[src/sv/kademlia_bucket_table_update_unit_defines.svh]
// Assertion macros for the bucket table update unit.
// Used by the top level only; expects clk_i and rst_ni in scope.
`ifndef KADEMLIA_BUCKET_TABLE_UPDATE_UNIT_DEFINES_SVH
`define KADEMLIA_BUCKET_TABLE_UPDATE_UNIT_DEFINES_SVH

// Same-cycle implication.
`define KBT_ASSERT_NOW(lbl, ante, cons, msg) \
  lbl: assert property (@(posedge clk_i) disable iff (!rst_ni) (ante) |-> (cons)) \
    else $error(msg);

// Next-cycle implication.
`define KBT_ASSERT_NEXT(lbl, ante, cons, msg) \
  lbl: assert property (@(posedge clk_i) disable iff (!rst_ni) (ante) |=> (cons)) \
    else $error(msg);

`endif

[src/sv/kbt_pkg.sv]
// Shared types and constants of the bucket table update unit.
// No dependencies; used by kbt_datapath, kbt_ctrl and the top level.
package kbt_pkg;

  localparam int unsigned MaxBucketSize = 16;
  localparam int unsigned BucketCount   = 128;
  localparam int unsigned FailLimit     = 20;
  localparam int unsigned PosW   = $clog2(MaxBucketSize);
  localparam int unsigned CntW   = $clog2(MaxBucketSize + 1);
  localparam int unsigned BktW   = $clog2(BucketCount);
  localparam int unsigned Slots  = BucketCount * MaxBucketSize;
  localparam int unsigned FcW    = 5;
  localparam int unsigned DefaultBucketSize = 10;
  localparam int unsigned DnsPort       = 53;
  localparam int unsigned MinVersion    = 1;
  localparam int unsigned DnsMinVersion = 5;

  // operation codes
  localparam logic [1:0] OP_HEARD  = 2'd0;
  localparam logic [1:0] OP_SEEN   = 2'd1;
  localparam logic [1:0] OP_FAILED = 2'd2;
  localparam logic [1:0] OP_UNUSED = 2'd3;

  // configuration register indexes
  localparam logic [1:0] CFG_SELF_HIGH = 2'd0;
  localparam logic [1:0] CFG_SELF_LOW  = 2'd1;
  localparam logic [1:0] CFG_BSIZE     = 2'd2;

  typedef enum logic [3:0] {
    ST_IGNORED, ST_LIVE_REFRESH, ST_SPARE_REFRESH, ST_PROMOTED, ST_ADD_LIVE,
    ST_ADD_SPARE, ST_ADD_EVICT, ST_UNCONF_REMOVED, ST_SWAPPED, ST_FAIL_COUNTED,
    ST_REMOVED_LIMIT, ST_SPARE_REMOVED, ST_NOT_FOUND
  } status_e;

  typedef enum logic [1:0] {
    SRC_UPD, SRC_FAIL, SRC_LIVE_RD, SRC_SPARE_RD
  } wsrc_e;

  typedef struct packed {
    logic [1:0]  operation;
    logic [63:0] node_id_high;
    logic [63:0] node_id_low;
    logic [31:0] host_address;
    logic [15:0] udp_port;
    logic [15:0] tcp_port;
    logic [7:0]  protocol_version;
    logic [31:0] udp_key;
    logic [31:0] now;
  } in_t;

  typedef struct packed {
    logic [3:0]      status;
    logic [BktW-1:0] bucket_index;
    logic [CntW-1:0] live_count;
    logic [CntW-1:0] replacement_count;
  } out_t;

  // stored contact: only what matching and failure handling need
  typedef struct packed {
    logic [63:0]    id_high;
    logic [63:0]    id_low;
    logic [31:0]    host;
    logic [15:0]    udp;
    logic           confirmed;
    logic [FcW-1:0] fail_count;
  } entry_t;

  typedef struct packed {
    logic            accept;
    logic            lz1;
    logic            lz2;
    logic            cnt_rd;
    logic            cnt_ld;
    logic            rd_en;
    logic            rd_spare;
    logic [PosW-1:0] rd_idx;
    logic            wr_en;
    logic            wr_spare;
    logic [PosW-1:0] wr_idx;
    wsrc_e           wr_src;
    logic            hit_ld;
    logic            cmp_spare;
    logic            lc_inc;
    logic            lc_dec;
    logic            sc_inc;
    logic            sc_dec;
    logic            fin;
    status_e         status;
  } cmd_t;

  typedef struct packed {
    logic [1:0]      op;
    logic            contact_ok;
    logic            match;
    logic            hit_conf;
    logic            fail_lim;
    logic [CntW-1:0] lc;
    logic [CntW-1:0] sc;
    logic [CntW-1:0] bs;
  } sts_t;

endpackage

[src/sv/kbt_ctrl.sv]
// Sequencer: bucket lookup, list scans, shift-down removal and writes.
// Depends on kbt_pkg; commands kbt_datapath through cmd_t.
module kbt_ctrl (
  input  logic          clk_i,
  input  logic          rst_ni,
  input  logic          in_valid_i,
  output logic          in_ready_o,
  output logic          out_valid_o,
  input  logic          out_ready_i,
  input  kbt_pkg::sts_t sts_i,
  output kbt_pkg::cmd_t cmd_o
);
  import kbt_pkg::*;

  typedef enum logic [3:0] {
    S_IDLE, S_LZ1, S_LZ2, S_CRD, S_CLD, S_LREAD, S_LCMP, S_SREAD, S_SCMP,
    S_DECIDE, S_RD0, S_RM_R, S_RM_W, S_WR, S_FIN
  } state_e;

  state_e          state_q, state_d;
  logic [CntW-1:0] k_q, k_d, n_rm;
  logic [PosW-1:0] pos_q, pos_d;
  logic            fl_q, fl_d, fs_q, fs_d;
  logic            rm_pend_q, rm_pend_d, rm_spare_q, rm_spare_d;
  logic            wr_pend_q, wr_pend_d, wr_spare_q, wr_spare_d, wr_atpos_q, wr_atpos_d;
  logic            rd0;
  wsrc_e           wr_src_q, wr_src_d;
  status_e         status_q, status_d;
  logic            out_vld_q, out_vld_d;
  logic [CntW-1:0] wcnt;

  assign in_ready_o  = (state_q == S_IDLE);
  assign out_valid_o = out_vld_q;

  always_comb begin
    state_d    = state_q;
    k_d        = k_q;
    pos_d      = pos_q;
    fl_d       = fl_q;
    fs_d       = fs_q;
    rm_pend_d  = rm_pend_q;
    rm_spare_d = rm_spare_q;
    wr_pend_d  = wr_pend_q;
    wr_spare_d = wr_spare_q;
    wr_atpos_d = wr_atpos_q;
    wr_src_d   = wr_src_q;
    status_d   = status_q;
    out_vld_d  = out_vld_q;
    rd0        = 1'b0;
    cmd_o        = '0;
    cmd_o.status = status_q;
    cmd_o.wr_src = SRC_UPD;
    n_rm = rm_spare_q ? sts_i.sc : sts_i.lc;
    wcnt = wr_spare_q ? sts_i.sc : sts_i.lc;

    if (out_vld_q && out_ready_i) out_vld_d = 1'b0;

    case (state_q)
      S_IDLE: begin
        if (in_valid_i) begin
          cmd_o.accept = 1'b1;
          fl_d = 1'b0;
          fs_d = 1'b0;
          rm_pend_d = 1'b0;
          wr_pend_d = 1'b0;
          state_d = S_LZ1;
        end
      end
      S_LZ1: begin
        cmd_o.lz1 = 1'b1;
        state_d = S_LZ2;
      end
      S_LZ2: begin
        cmd_o.lz2 = 1'b1;
        state_d = S_CRD;
      end
      S_CRD: begin
        cmd_o.cnt_rd = 1'b1;
        state_d = S_CLD;
      end
      // counts arrive; drop invalid contacts and the unused code
      S_CLD: begin
        cmd_o.cnt_ld = 1'b1;
        k_d = '0;
        if ((sts_i.op == OP_UNUSED) || ((sts_i.op != OP_FAILED) && !sts_i.contact_ok)) begin
          status_d = ST_IGNORED;
          state_d = S_FIN;
        end else begin
          state_d = S_LREAD;
        end
      end
      // live list scan, a read state and a compare state per entry
      S_LREAD: begin
        if (k_q < sts_i.lc) begin
          cmd_o.rd_en  = 1'b1;
          cmd_o.rd_idx = k_q[PosW-1:0];
          state_d = S_LCMP;
        end else begin
          k_d = '0;
          state_d = S_SREAD;
        end
      end
      S_LCMP: begin
        if (sts_i.match) begin
          cmd_o.hit_ld = 1'b1;
          pos_d = k_q[PosW-1:0];
          fl_d = 1'b1;
          state_d = S_DECIDE;
        end else begin
          k_d = k_q + 1'b1;
          state_d = S_LREAD;
        end
      end
      // spare list scan
      S_SREAD: begin
        if (k_q < sts_i.sc) begin
          cmd_o.rd_en    = 1'b1;
          cmd_o.rd_spare = 1'b1;
          cmd_o.rd_idx   = k_q[PosW-1:0];
          state_d = S_SCMP;
        end else begin
          state_d = S_DECIDE;
        end
      end
      S_SCMP: begin
        cmd_o.cmp_spare = 1'b1;
        if (sts_i.match) begin
          cmd_o.hit_ld = 1'b1;
          pos_d = k_q[PosW-1:0];
          fs_d = 1'b1;
          state_d = S_DECIDE;
        end else begin
          k_d = k_q + 1'b1;
          state_d = S_SREAD;
        end
      end
      // pick the list operations for this item
      S_DECIDE: begin
        k_d = CntW'(pos_q);
        wr_src_d = SRC_UPD;
        wr_atpos_d = 1'b0;
        if (sts_i.op != OP_FAILED) begin
          if (fl_q) begin
            status_d = ST_LIVE_REFRESH;
            rm_pend_d = 1'b1; rm_spare_d = 1'b0;
            wr_pend_d = 1'b1; wr_spare_d = 1'b0;
          end else if (fs_q) begin
            if ((sts_i.op == OP_SEEN) && (sts_i.lc < sts_i.bs)) begin
              status_d = ST_PROMOTED;
              rm_pend_d = 1'b1; rm_spare_d = 1'b1;
              wr_pend_d = 1'b1; wr_spare_d = 1'b0;
            end else begin
              status_d = ST_SPARE_REFRESH;
              wr_pend_d = 1'b1; wr_spare_d = 1'b1; wr_atpos_d = 1'b1;
            end
          end else if (sts_i.lc < sts_i.bs) begin
            status_d = ST_ADD_LIVE;
            wr_pend_d = 1'b1; wr_spare_d = 1'b0;
          end else if (sts_i.sc >= sts_i.bs) begin
            status_d = ST_ADD_EVICT;
            k_d = '0;
            rm_pend_d = 1'b1; rm_spare_d = 1'b1;
            wr_pend_d = 1'b1; wr_spare_d = 1'b1;
          end else begin
            status_d = ST_ADD_SPARE;
            wr_pend_d = 1'b1; wr_spare_d = 1'b1;
          end
        end else if (fl_q) begin
          if (!sts_i.hit_conf) begin
            status_d = ST_UNCONF_REMOVED;
            rm_pend_d = 1'b1; rm_spare_d = 1'b0;
          end else if (sts_i.sc != '0) begin
            // oldest replacement takes the slot, then leaves the FIFO
            status_d = ST_SWAPPED;
            rd0 = 1'b1;
            k_d = '0;
            wr_pend_d = 1'b1; wr_spare_d = 1'b0; wr_atpos_d = 1'b1;
            wr_src_d = SRC_SPARE_RD;
            rm_pend_d = 1'b1; rm_spare_d = 1'b1;
          end else if (sts_i.fail_lim) begin
            status_d = ST_REMOVED_LIMIT;
            rm_pend_d = 1'b1; rm_spare_d = 1'b0;
          end else begin
            status_d = ST_FAIL_COUNTED;
            wr_pend_d = 1'b1; wr_spare_d = 1'b0; wr_atpos_d = 1'b1;
            wr_src_d = SRC_FAIL;
          end
        end else if (fs_q) begin
          status_d = ST_SPARE_REMOVED;
          rm_pend_d = 1'b1; rm_spare_d = 1'b1;
        end else begin
          status_d = ST_NOT_FOUND;
        end
        if (rd0) state_d = S_RD0;
        else if (rm_pend_d) state_d = S_RM_R;
        else if (wr_pend_d) state_d = S_WR;
        else state_d = S_FIN;
      end
      S_RD0: begin
        cmd_o.rd_en    = 1'b1;
        cmd_o.rd_spare = 1'b1;
        cmd_o.rd_idx   = '0;
        state_d = S_WR;
      end
      // shift later entries down by one
      S_RM_R: begin
        if (({1'b0, k_q} + 1'b1) < {1'b0, n_rm}) begin
          cmd_o.rd_en    = 1'b1;
          cmd_o.rd_spare = rm_spare_q;
          cmd_o.rd_idx   = PosW'(k_q + 1'b1);
          state_d = S_RM_W;
        end else begin
          cmd_o.lc_dec = !rm_spare_q;
          cmd_o.sc_dec = rm_spare_q;
          rm_pend_d = 1'b0;
          state_d = wr_pend_q ? S_WR : S_FIN;
        end
      end
      S_RM_W: begin
        cmd_o.wr_en    = 1'b1;
        cmd_o.wr_spare = rm_spare_q;
        cmd_o.wr_idx   = k_q[PosW-1:0];
        cmd_o.wr_src   = rm_spare_q ? SRC_SPARE_RD : SRC_LIVE_RD;
        k_d = k_q + 1'b1;
        state_d = S_RM_R;
      end
      // write in place or append at the tail
      S_WR: begin
        cmd_o.wr_en    = 1'b1;
        cmd_o.wr_spare = wr_spare_q;
        cmd_o.wr_src   = wr_src_q;
        cmd_o.wr_idx   = wr_atpos_q ? pos_q : wcnt[PosW-1:0];
        cmd_o.lc_inc   = !wr_atpos_q && !wr_spare_q;
        cmd_o.sc_inc   = !wr_atpos_q && wr_spare_q;
        wr_pend_d = 1'b0;
        state_d = rm_pend_q ? S_RM_R : S_FIN;
      end
      S_FIN: begin
        if (!out_vld_q || out_ready_i) begin
          cmd_o.fin = 1'b1;
          out_vld_d = 1'b1;
          state_d = S_IDLE;
        end
      end
      default: state_d = S_IDLE;
    endcase
  end

  always_ff @(posedge clk_i or negedge rst_ni) begin
    if (!rst_ni) begin
      state_q    <= S_IDLE;
      k_q        <= '0;
      pos_q      <= '0;
      fl_q       <= 1'b0;
      fs_q       <= 1'b0;
      rm_pend_q  <= 1'b0;
      rm_spare_q <= 1'b0;
      wr_pend_q  <= 1'b0;
      wr_spare_q <= 1'b0;
      wr_atpos_q <= 1'b0;
      wr_src_q   <= SRC_UPD;
      status_q   <= ST_IGNORED;
      out_vld_q  <= 1'b0;
    end else begin
      state_q    <= state_d;
      k_q        <= k_d;
      pos_q      <= pos_d;
      fl_q       <= fl_d;
      fs_q       <= fs_d;
      rm_pend_q  <= rm_pend_d;
      rm_spare_q <= rm_spare_d;
      wr_pend_q  <= wr_pend_d;
      wr_spare_q <= wr_spare_d;
      wr_atpos_q <= wr_atpos_d;
      wr_src_q   <= wr_src_d;
      status_q   <= status_d;
      out_vld_q  <= out_vld_d;
    end
  end

endmodule

[config.mk]
export PLATFORM = sky130hd
export DESIGN_NAME = kbt_ctrl
export DESIGN_NICKNAME = d
export VERILOG_FILES = /design/src/sv/kademlia_bucket_table_update_unit_defines.svh /design/src/sv/kbt_pkg.sv /design/src/sv/kbt_ctrl.sv
export SDC_FILE = /design/constraint.sdc
export NUM_CORES = 1
export LEC_CHECK = 0
export BUFFER_PORTS_ARGS = -buffer_cell sky130_fd_sc_hd__buf_2
export CAP_MARGIN = 20
export CORE_AREA = 8 8 71 120
export DETAILED_ROUTE_END_ITERATION = 8
export DIE_AREA = 0 0 79 128
export GPL_ROUTABILITY_DRIVEN = 0
export SLEW_MARGIN = 40
export SYNTH_ARGS = -nofsm -noshare
export SYNTH_HDL_FRONTEND = slang
export SYNTH_SLANG_ARGS = --single-unit
[constraint.sdc]
create_clock -name clk_i -period 6.75 [get_ports clk_i]
set_clock_uncertainty 0.15 [all_clocks]
set_input_delay 2.025 -clock clk_i [delete_from_list [all_inputs] [get_ports clk_i]]
set_output_delay 2.025 -clock clk_i [all_outputs]
set_load 0.005 [all_outputs]
# Word level (Yosys, flattened, before mapping)
# Index checks and enable logic that the tools add are counted.
[op_classes] add_sub_neg=2 magnitude_cmp=5 eq_ne=29 n_mux=132 n_reduce_logical=35
[op_table] op="$mux W4" count=23
[op_table] op="$mux W1" count=79
[op_table] op="$pmux W4 S15" count=1
[op_table] op="$eq A4 B4 Y1 const B" count=7
[op_table] op="$pmux W5 S5" count=1
[op_table] op="$mux W2" count=11
[op_table] op="$mux W5" count=4
[op_table] op="$ne A2 B2 Y1 const B" count=9
[op_table] op="$eq A4 B3 Y1 const B" count=4
[op_table] op="$pmux W8 S2" count=1
[op_table] op="$lt A5 B5 Y1" count=3
[op_table] op="$mux W6" count=2
[op_table] op="$pmux W4 S3" count=1
[op_table] op="$reduce_and A3 Y1" count=4
[op_table] op="$reduce_bool A3 Y1" count=4
[op_table] op="$reduce_bool A2 Y1" count=5
[op_table] op="$reduce_bool A5 Y1" count=2
[op_table] op="$pmux W1 S3" count=3
[op_table] op="$eq A4 B2 Y1 const B" count=2
[op_table] op="$pmux W4 S2" count=1
[op_table] op="$reduce_and A2 Y1" count=4
[op_table] op="$add A5 B1 Y6 const B" count=1
[op_table] op="$lt A6 B5 Y1" count=1
[op_table] op="$mux W3" count=2
[op_table] op="18 further kinds" count=28
[word_totals] reg_bits=27 input_bits=25 out_inout_bits=32 elab_cells=216

# Depth between registers and ports, before layout
[depth] depth_word=10 depth_mapped=10

# Worst setup path after synthesis
# No wires, ideal clock.
[synth_path] path_kind="input to output" from="input sts_i[12] (netlist bit)" to="output cmd_o[19] (netlist bit)" arrival_time_ns=3.388 required_time_ns=4.575 path_slack_ns=1.187 cell_stages=8 cell_sequence="inv_1 -> ha_1 -> o21a_1 -> o21ai_0 -> o21bai_2 -> mux2_2 -> nor2_4 -> mux2_2"
[synth_lines] item="from (decl)" line="kbt_ctrl.sv:10" source="input kbt_pkg::sts_t sts_i,"
[synth_lines] item="to (decl)" line="kbt_ctrl.sv:11" source="output kbt_pkg::cmd_t cmd_o"

==> results.yml <==
clock_network:
  cts_setup_buffers: 0
  root_buffer: "clkbuf_16"
  cts_buffers: 3
  htreeDepth: 1
  numClockSinks: 27
  insertion_delay_ns: 0.27
  holdBufCountCts: 0
  ctsResizeCount: 0
  cts_tree: "done"
  cts.path.max_buffers: 2
  clk_pin_slew_ns: 0.06
cells_and_area:
  layout.cells.non_filler: 459
  diodes: 0
  utilization: 0.4396
  fin_nets: 421
  seq_area_um2: 676.9
  multi_input_area_um2: 1817
  area_growth_pct: 14.59
  fillCellCount: 771
  drive_above_1_share: 0.2145
setup_path:
  crit_slowest_cell: "nor2_1"
  reg2reg_slack_ns: 3.95
  crit_fanout: 7
  reg2reg_to: "rm_pend_q$_DFFE_PN0P_"
  cpPeakStageDelay_ns: 0.36
  crit_start: "sts_i[6]"
  cp-start-kind: "input pin"
  critical_path.endpoint: "cmd_o[21]"
  reg2reg_depth: 10
  cp-end-kind: "output pin"
  criticalPathCategory: "input pin to output pin"
  worstPathRequired_ns: 4.58
  crit_chain: "buf_2, mux2i_1, ha_1, o2111a_1, o21ai_0, nand3_1, nor2_1, a21o_1, o31a_1, buf_2"
  cp_common_cell: "buf_2"
  worstPathArrival_ns: 3.90
  regToRegStartpoint: "k_q[0]$_DFFE_PN0P_"
floorplan:
  die-area_um2: 10110
  die_w_um: 79
  pin_count: 57
  chipHeight_um: 128
  coreArea_um2: 6977
  initial_core_util: 0.3836
  rows: 41
place:
  hpwl_um: 6920
  preCtsSetupSlack_ns: 0.6780
  dp_cells: 455
  io_buffers: 56
yosys:
  synth_top_area_share: 0.2525
  synthCells: 331
  synth_ff_type: "dfrtp_1"
  synth_seq_cells: 27
  synthTopCellsByArea: "dfrtp_1, ha_1, o21ai_0, mux2i_1, nand2_1"
  synthArstFlopShare: 1.000
  ys_types: 61
  syn-num-nets: 378
  yosysWarnings: 0
  synth_area_per_cell_um2: 8.086
  synth_edf_count: 0
  netlist_area_um2: 2676
  yosys.area.top_type: "dfrtp_1"
  synth_seq_area_share: 0.2525
outcome:
  status: "complete, no violations"
grt:
  grt_pass1_wl_um: 13890
  grt_pass1_vias: 2725
  antenna_found_initial: 0
  grt_max_degree: 29
  overflow: 0
  grt_use_total: 0.1721
timing:
  fin_crit_sh: 0.9006
  final-max-slew-violation-count: 0
  hold_violations: 0
  timing.setup.tns_ns: 0
  worst_slew_pin_slew_ns: 0.6563
  finalSetupViolations: 0
  fmax_mhz: 164.5
  maxSlewHeadroom: 0.5625
  rsz0062_at_grt: "false"
  fin_ws_ns: 0.6707
  period_needed_ns: 6.079
run:
  drv_cap: 0
power:
  p_leak_nw: 1.549
  p_per_area_nw_per_um2: 342.5
  ir_worst_vdd_mv: 0.1345
route:
  drt-pass1-iter-count: 4
  drc: 0
  dr_total_vias: 2709
  postRouteAntennaNets: 0
  viasPerCell: 5.902
  first_iter_violations: 286
  wire_per_inst_um: 18.73
  wl_um: 8599
worst_hold_path:
  hold_class: "register to register"
-- cell usage in the layout, fill, tap and decap left out, types with 3 or more instances in the layout --
cell	count
a21o_1	5
nand2b_1	9
o22ai_1	5
nor3b_1	4
and3_1	3
mux2i_1	11
a221o_1	4
dfrtp_1	26
o31ai_1	4
nor2_1	23
a21oi_1	21
nand2_1	29
nand3_1	12
a31oi_1	6
ha_1	22
a22o_1	7
nor3_1	10
and4_1	3
o21ai_0	27
clkbuf_16	3
mux2_2	7
nor2b_1	5
buf_2	56
inv_1	25
a32o_1	3
-- kinds of logic (layout without fill, tap and decap cells) --
logic type	Yosys count	count (layout)	synth area share
compound gates	106	106	0.2833
xor+xnor	4	4	0.01309
fa+ha+maj	22	22	0.1029
buf+inv	45	87	0.06872
flops	27	27	0.2525
mux	18	18	0.07060
simple gates	109	109	0.2090
-- per-layer routing --
layer | global-route usage | routed length, µm
met1 | 0.1722 | 3034
met2 | 0.3277 | 4826
met3 | 0.02528 | 388
met4 | 0.08452 | 350
met5 | 0 | 0
-- final cells by class --
type	count	share of cell area
tap	86	0.03509
multi-input combinational	259	0.5924
timing repair buffer	57	0.09384
clock buffer	3	0.02448
sequential	27	0.2207
clock inverter	1	0.001632
inverter	26	0.03182
-- cell usage after synthesis, types with 3 or more instances --
master / number
a21o_1: 5
a21oi_1: 21
a221o_1: 4
a22o_1: 7
a31oi_1: 6
a32o_1: 3
and3_1: 3
and4_1: 3
buf_2: 3
clkbuf_1: 13
dfrtp_1: 27
ha_1: 22
inv_1: 25
mux2_2: 7
mux2i_1: 11
nand2_1: 29
nand2b_1: 9
nand3_1: 12
nor2_1: 23
nor2b_1: 5
nor3_1: 10
nor3b_1: 4
o21ai_0: 27
o22ai_1: 5
o31ai_1: 4
-- report_power, final --
group	switching [mW]	total (mW)	internal (mW)
combinational	0.293	0.534	0.240
sequential	0.161	0.380	0.218
clock	0.0572	0.137	0.0801
total	0.512	1.05	0.539
-- how the worst min path moves through the flow --
| stage | start | end | slack [ns] | cells past startpoint |
|---|---|---|---|---|
| after global placement | status_q[2]$_DFFE_PN0P_ | status_q[2]$_DFFE_PN0P_ | 0.32 | 2 |
| after CTS | status_q[2]$_DFFE_PN0P_ | status_q[2]$_DFFE_PN0P_ | 0.35 | 2 |
| after detailed placement | status_q[2]$_DFFE_PN0P_ | status_q[2]$_DFFE_PN0P_ | 0.33 | 2 |
| after floorplan | wr_src_q[0]$_DFFE_PN0P_ | wr_src_q[0]$_DFFE_PN0P_ | 0.32 | 2 |
| after global routing | status_q[0]$_DFFE_PN0P_ | status_q[0]$_DFFE_PN0P_ | 0.38 | 1 |
| final | status_q[2]$_DFFE_PN0P_ | status_q[2]$_DFFE_PN0P_ | 0.34 | 2 |
-- registers in the layout (all words and copies together), names as in the netlist --
signal,flops
rm_pend_q,1
fl_q,1
wr_spare_q,1
rm_spare_q,1
out_valid_o,1
state_q,4
wr_pend_q,1
wr_src_q,2
wr_atpos_q,1
fs_q,1
k_q,5
status_q,4
pos_q,4
-- per-stage QoR --
stage                     hold WS [ns]  power [mW]  area, µm²
after floorplan                 0.3166      0.7366       2676
after global placement          0.3171      0.9049       2985
after detailed placement        0.3334      0.9117       2987
after CTS                       0.3482       1.054       3067
after global routing            0.3781       1.134       3067
final                           0.3416       1.050       3067
-- critical path: cells and delay by family --
| family | cells | cell delay (ns) |
|---|---|---|
| buffers and inverters | 2 | 0.23 |
| multiplexers | 1 | 0.18 |
| AND/OR/NAND/NOR | 2 | 0.53 |
| AO/OA/AOI/OAI | 4 | 0.67 |
| adder cells (fa/ha/maj) | 1 | 0.26 |
Power figures use the tool's default switching activity.
